**config.mk**
```make
export PLATFORM = sky130hd
export DESIGN_NAME = priority_ready_queue
export DESIGN_NICKNAME = d
export VERILOG_FILES = /design/src/prq_pkg.sv /design/src/prq_cell.sv /design/src/priority_ready_queue.sv
export SDC_FILE = /design/constraint.sdc
export NUM_CORES = 1
export LEC_CHECK = 0
export ABC_AREA = 1
export BUFFER_PORTS_ARGS = -buffer_cell sky130_fd_sc_hd__buf_2
export CORE_AREA = 2 2 267 269
export CTS_BUF_LIST = sky130_fd_sc_hd__clkbuf_2
export DETAILED_ROUTE_END_ITERATION = 8
export DIE_AREA = 0 0 269 271
export GPL_TIMING_DRIVEN = 0
export PLACE_DENSITY_LB_ADDON = 0.25
export SLEW_MARGIN = 20
export SYNTH_ARGS = -nofsm -noshare
export SYNTH_HDL_FRONTEND = slang
export SYNTH_SLANG_ARGS = --single-unit
```
**constraint.sdc**
```tcl
create_clock -name clk -period 5.1 [get_ports clk]
set_input_delay 0.51 -clock clk [delete_from_list [all_inputs] [get_ports clk]]
set_output_delay 0.51 -clock clk [all_outputs]
set_load 0.01 [all_outputs]
```
**src/prq_pkg.sv**
```systemverilog
// Package for the priority ready queue: depth, beat types and codes.
`default_nettype none
package prq_pkg;

  localparam int unsigned DEPTH = 16;
  localparam int unsigned CW    = $clog2(DEPTH + 1);

  typedef enum logic {
    KIND_ENQ = 1'b0,
    KIND_DEQ = 1'b1
  } kind_t;

  typedef enum logic [1:0] {
    ST_OK    = 2'd0,
    ST_EMPTY = 2'd1,
    ST_FULL  = 2'd2
  } status_t;

  typedef struct packed {
    kind_t      kind;
    logic [7:0] proc_id;
    logic [7:0] prio;
  } req_t;

  typedef struct packed {
    logic [7:0] out_id;
    logic       out_valid;
    status_t    status;
    logic [4:0] occupancy;
  } rsp_t;

  // one slot of the sorted row
  typedef struct packed {
    logic       valid;
    logic [7:0] id;
    logic [7:0] prio;
  } slot_t;

  // broadcast to every cell in a cycle
  typedef struct packed {
    logic       ins;
    logic       del;
    logic [7:0] new_id;
    logic [7:0] new_prio;
  } cell_ctrl_t;

endpackage
`default_nettype wire

```
**src/prq_cell.sv**
```systemverilog
// One slot of the sorted queue: compare against the new entry and shift.
`default_nettype none
module prq_cell (
  input  wire logic               clk,
  input  wire logic               rst,
  input  wire prq_pkg::cell_ctrl_t ctrl,
  input  wire prq_pkg::slot_t     left,
  input  wire logic               left_keep,
  input  wire prq_pkg::slot_t     right,
  output prq_pkg::slot_t          slot,
  output logic                    keep
);

  prq_pkg::slot_t slot_next;

  // keep: this slot stays ahead of the new entry (ties stay ahead)
  assign keep = slot.valid && (slot.prio >= ctrl.new_prio);

  always_comb begin
    slot_next = slot;
    if (ctrl.del) begin
      slot_next = right;
    end else if (ctrl.ins) begin
      if (left_keep && !keep) begin
        slot_next.valid = 1'b1;
        slot_next.id    = ctrl.new_id;
        slot_next.prio  = ctrl.new_prio;
      end else if (!left_keep) begin
        slot_next = left;
      end
    end
  end

  always_ff @(posedge clk) begin
    if (rst) begin
      slot.valid <= 1'b0;
    end else begin
      slot.valid <= slot_next.valid;
    end
    slot.id   <= slot_next.id;
    slot.prio <= slot_next.prio;
  end

endmodule
`default_nettype wire

```
**src/priority_ready_queue.sv**
```systemverilog
// Top level of the priority ready queue: cell row, fill count, result beat.
// Sorted ready queue of prq_pkg::DEPTH entries. Larger prio leaves first,
// equal prio leaves in arrival order. One command is taken per clock (busy
// stays low); its result beat appears with done exactly one cycle later and
// must be taken then, since the receiver cannot stall. That single-cycle
// figure is set by the row of cells: every cell compares its prio with the
// new one and shifts or loads in the same clock. Enqueue on a full queue and
// dequeue on an empty one leave the queue unchanged and report a status.
`default_nettype none
module priority_ready_queue (
  input  wire logic          clk,
  input  wire logic          rst,
  input  wire logic          start,
  output logic               busy,
  input  wire prq_pkg::req_t req,
  output logic               done,
  output prq_pkg::rsp_t      rsp
);

  localparam int unsigned N = prq_pkg::DEPTH;

  prq_pkg::slot_t      slots [N];
  prq_pkg::slot_t      lefts [N];
  prq_pkg::slot_t      rights[N];
  logic [N-1:0]        keeps;
  logic [N-1:0]        left_keeps;
  prq_pkg::cell_ctrl_t ctrl;

  logic [prq_pkg::CW-1:0] count;
  logic [prq_pkg::CW-1:0] count_next;
  logic [prq_pkg::CW+4:0] count_wide;
  logic                   accept;
  logic                   full;
  logic                   empty;
  prq_pkg::rsp_t          rsp_next;

  assign busy   = 1'b0;
  assign accept = start && !busy;
  assign full   = (count == prq_pkg::CW'(N));
  assign empty  = !slots[0].valid;

  assign ctrl.ins      = accept && (req.kind == prq_pkg::KIND_ENQ) && !full;
  assign ctrl.del      = accept && (req.kind == prq_pkg::KIND_DEQ) && !empty;
  assign ctrl.new_id   = req.proc_id;
  assign ctrl.new_prio = req.prio;

  for (genvar i = 0; i < N; i++) begin : g_cell
    if (i == 0) begin : g_head
      assign lefts[i]      = slots[i];
      assign left_keeps[i] = 1'b1;
    end else begin : g_mid
      assign lefts[i]      = slots[i-1];
      assign left_keeps[i] = keeps[i-1];
    end
    if (i == N - 1) begin : g_tail
      assign rights[i] = '0;
    end else begin : g_inner
      assign rights[i] = slots[i+1];
    end

    prq_cell u_cell (
      .clk       (clk),
      .rst       (rst),
      .ctrl      (ctrl),
      .left      (lefts[i]),
      .left_keep (left_keeps[i]),
      .right     (rights[i]),
      .slot      (slots[i]),
      .keep      (keeps[i])
    );
  end

  always_comb begin
    count_next = count;
    if (ctrl.ins) begin
      count_next = count + 1'b1;
    end else if (ctrl.del) begin
      count_next = count - 1'b1;
    end
  end

  assign count_wide = {5'd0, count_next};

  always_comb begin
    rsp_next.out_id    = '0;
    rsp_next.out_valid = 1'b0;
    rsp_next.status    = prq_pkg::ST_OK;
    rsp_next.occupancy = count_wide[4:0];
    if (req.kind == prq_pkg::KIND_DEQ) begin
      if (empty) begin
        rsp_next.status = prq_pkg::ST_EMPTY;
      end else begin
        rsp_next.out_id    = slots[0].id;
        rsp_next.out_valid = 1'b1;
      end
    end else if (full) begin
      rsp_next.status = prq_pkg::ST_FULL;
    end
  end

  always_ff @(posedge clk) begin
    if (rst) begin
      count <= '0;
      done  <= 1'b0;
    end else begin
      count <= count_next;
      done  <= accept;
    end
    if (accept) begin
      rsp <= rsp_next;
    end
  end

`ifndef SYNTHESIS
  a_done_follows: assert property (@(posedge clk) disable iff (rst)
    accept |=> done)
    else $error("result beat missing after command");

  a_no_spurious: assert property (@(posedge clk) disable iff (rst)
    !accept |=> !done)
    else $error("result beat without command");

  a_count_range: assert property (@(posedge clk) disable iff (rst)
    count <= prq_pkg::CW'(N))
    else $error("fill count beyond depth");

  a_head_matches_count: assert property (@(posedge clk) disable iff (rst)
    slots[0].valid == (count != '0))
    else $error("head valid disagrees with fill count");

  a_full_unchanged: assert property (@(posedge clk) disable iff (rst)
    (accept && req.kind == prq_pkg::KIND_ENQ && full) |=> $stable(count))
    else $error("enqueue on full queue changed the count");
`endif

endmodule
`default_nettype wire
```
==> metrics.md <==
| Metric | Value |
|---|---|
| Vias in the first global route | `17,693` |
| Post-route cell area | `22,100 sq um` |
| Worst Hold Launch | `req[6]` |
| EDFF count, synth | `256` |
| Hold Path Stages | `5` |
| # setup viols final | `0` |
| Final Hold Fails | `0` |
| Starting Density | `0.280` |
| Antenna Violating Nets Remaining | `0` |
| Crit path max fanout | `17` |
| Worst Setup End Kind | `flop` |
| Fin Hold WS | `0.143 ns` |
| Share of cells above drive strength 1 | `0.118` |
| Max Buffers Root-to-Sink | `3` |
| Total routed wirelength | `69,900 um` |
| Mapped Cells | `2,619` |
| WL/cell | `18.5 um` |
| WP data required | `5.77 ns` |
| GRT Max-Usage Layer | `met2` |
| Pwr dens | `294 nW/um^2` |
| Synth Flop Type | `edfxtp_1` |
| Filler cells | `7,714` |
| Count of different cell masters after synthesis | `37` |
| Critical R2R Launch | `count[0]` |
| Pint | `4140 uW` |
| Hold Path Class | `primary input to flop` |
| CTS clock-pin slew for the worst setup and hold paths | `0.10 ns` |
| Row count | `97` |
| Clock Latency Late Sink | `1.16 ns` |
| RePlAce Congestion | `0.858` |
| RSZ-0062 raised after global routing | `no` |
| Reg2reg path depth | `10` |
| Slew Viols, Final | `0` |
| GRT met3 Usage | `0.0350` |
| Psw | `2350 uW` |
| Maximum clock frequency | `300 MHz` |
| Leak pwr | `0.0110 uW` |
| Most frequent cells after synthesis | `nand2_1 (918), nand3_1 (467), inv_1 (338)` |
| Reg power frac | `0.490` |
| CTS tree | `done` |
| Mapped Area | `19,500 sq um` |
| Combinational Power Share | `0.228` |
| Pre-antenna DRT Iters | `8` |
| Crit path kind | `primary input to flop` |
| FF-to-FF End | `g_cell[1].u_cell.slot[14]` |
| M1 GR Usage | `0.259` |
| GRT overflow | `0` |
| First DRT Iteration DRCs | `1,487` |
| Placed Cells | `3,612` |
| Placed wire-length estimate | `52,400 um` |
| Clk_skew | `0.133 ns` |
| Maxcap violations | `0` |
| Max-slew headroom | `0.258` |
| Hold path endpoint | `g_cell[15].u_cell.slot[6]` |
| Yosys reg bits | `294` |
| Final net count | `2,919` |
| Async SR Flop Fraction | `0` |
| Outcome | `finished, final reports clean` |
| Core footprint | `69,800 sq um` |
| Fin crit period | `3.33 ns` |
| Slew @ Worst Pin | `1.11 ns` |
| IO Port Bufs | `35` |
| Clock sink count | `294` |
| Clk pwr share | `0.282` |
| Critical Path AT | `4.01 ns` |
| Initial antenna violation count | `1` |
| Synth top area cells | `edfxtp_1 (39%), nand2_1 (18%), nand3_1 (12%)` |
| Area Growth Syn to Fin | `13.2%` |
| Syn avg cell area | `7.45 sq um` |
| Fin crit share | `0.654` |
| CTS root buffer | `clkbuf_2` |
| Via Count | `17,731` |
| Met2 Use GR | `0.308` |
| Via count normalized by instance count | `4.70` |
| Die Span X | `269 um` |
| Die area | `72,900 sq um` |
| Setup WS pre-CTS | `0.743 ns` |
| Crit path launch | `req[5]` |
| Final WS setup | `1.77 ns` |
| R2R Setup Slk | `2.03 ns` |
| VDD IR max | `0.127 mV` |
| Htree depth | `3` |
| Top-level port count | `38` |
| Cell area after placement | `21,200 sq um` |
| Synth Net Count | `2,769` |
| Largest area contributor in the netlist | `edfxtp_1` |
| Gr usage total | `0.193` |
| Switching share of power | `0.362` |
| Setup crit start kind | `primary input` |
| Die height | `271 um` |
| Share of the synthesized area in the top cell type | `0.394` |
| Most frequent cell after synthesis | `nand2_1` |
| Sequential area share after synthesis | `0.433` |
| Number of CTS-inserted buffers | `84` |
| Fin cells | `3,770` |
| First-pass GRT wire length | `107,000 um` |
| Synth warn | `0` |
| DRC viols | `0` |
| Largest net degree at the start of global routing | `19` |
layout by cell type, fill, tap and decap left out, types with 12 or more instances in the layout:
master | netlist | final
nand2_1 | 918 | 918
a21oi_1 | 60 | 49
edfxtp_1 | 256 | 256
dfxtp_1 | 38 | 38
nand4_1 | 15 | 15
buf_2 | 77 | 112
clkinv_1 | 7 | 25
nand2_2 | 23 | 23
nor2_1 | 128 | 128
inv_1 | 338 | 338
buf_6 | 3 | 12
nand3_1 | 467 | 467
o21ai_1 | 12 | 12
o21ai_0 | 36 | 36
ha_1 | 130 | 130
clkbuf_1 | 39 | 31
clkbuf_2 | 0 | 128
through the flow:
stage                     utilization  power [uW]  setup TNS [ns]
after detailed placement        0.304        4690               0
after floorplan                     -        4140               0
after global routing            0.316        6900               0
final                           0.316        6490               0
after CTS                       0.316        6540               0
after global placement          0.299        4650          -86.16
sequential cells by signal, indices dropped and copies added (netlist names):
| register | flops |
|---|---|
| count | 5 |
| done | 1 |
| g_cell.u_cell.slot | 272 |
| rsp | 16 |
layer usage:
metal,share of wire,vias to the layer above
li1,-,8831
met1,0.46,8203
met2,0.45,555
met3,0.059,142
met4,0.032,0
met5,0,-
power groups by stage:
stage | Sequential [uW] | Clock, uW | Combinational (uW)
finish | 3180 | 1830 | 1480
global route | 3210 | 1990 | 1700
CTS | 3180 | 1890 | 1470
detailed placement | 3240 | 0 | 1460
global placement | 3240 | 0 | 1410
floorplan | 3140 | 0 | 1000
kinds of logic after synthesis:
logic type | share of synthesized area
buf+inv | 0.102
fa+ha+maj | 0.0834
xor+xnor | 0.00135
other cells | 0.000192
mux | 0.000513
compound gates | 0.0371
flops | 0.433
simple gates | 0.343
timing repair:
action                     CTS  global route
hold buffers                11             0
setup endpoints to repair    0             0
resized for setup            0             0
setup buffers                0             0
hold endpoints to repair    53             0
how the worst max path moves through the flow:
stage | end | slack (ns) | cells past startpoint
2_1_floorplan | g_cell[9].u_cell.slot[0] | 1.43 | 11
3_3_place_gp | g_cell[4].u_cell.slot[11] | -0.71 | 12
3_5_place_dp | g_cell[9].u_cell.slot[12] | 0.74 | 16
4_1_cts | g_cell[9].u_cell.slot[12] | 1.90 | 16
5_1_grt | g_cell[9].u_cell.slot[12] | 1.67 | 16
6_report | g_cell[1].u_cell.slot[14] | 1.77 | 12
critical path, cell delays in order:
cell      delay (ns)
buf_2           0.08
clkinv_1        0.55
clkbuf_2        0.50
buf_16          0.26
ha_1            0.33
a21oi_1         0.15
nor2_1          0.05
nor3_1          0.57
nand2_1         0.11
nand3_1         0.11
nand2_1         0.07
nand2_1         0.66
cell type report:
class | count | area [sq um] | share of cell area
sequential | 294 | 8450 | 0.383
clock inverter | 25 | 131 | 0.00595
multi-input combinational | 1838 | 9120 | 0.413
tap | 940 | 1180 | 0.0533
clock buffer | 120 | 601 | 0.0272
antenna | 2 | 5.00 | 0.000227
inverter | 353 | 1330 | 0.0600
timing repair buffer | 64 | 602 | 0.0273
buffer | 134 | 669 | 0.0303
No activity file was read; power rests on OpenSTA's default activity.
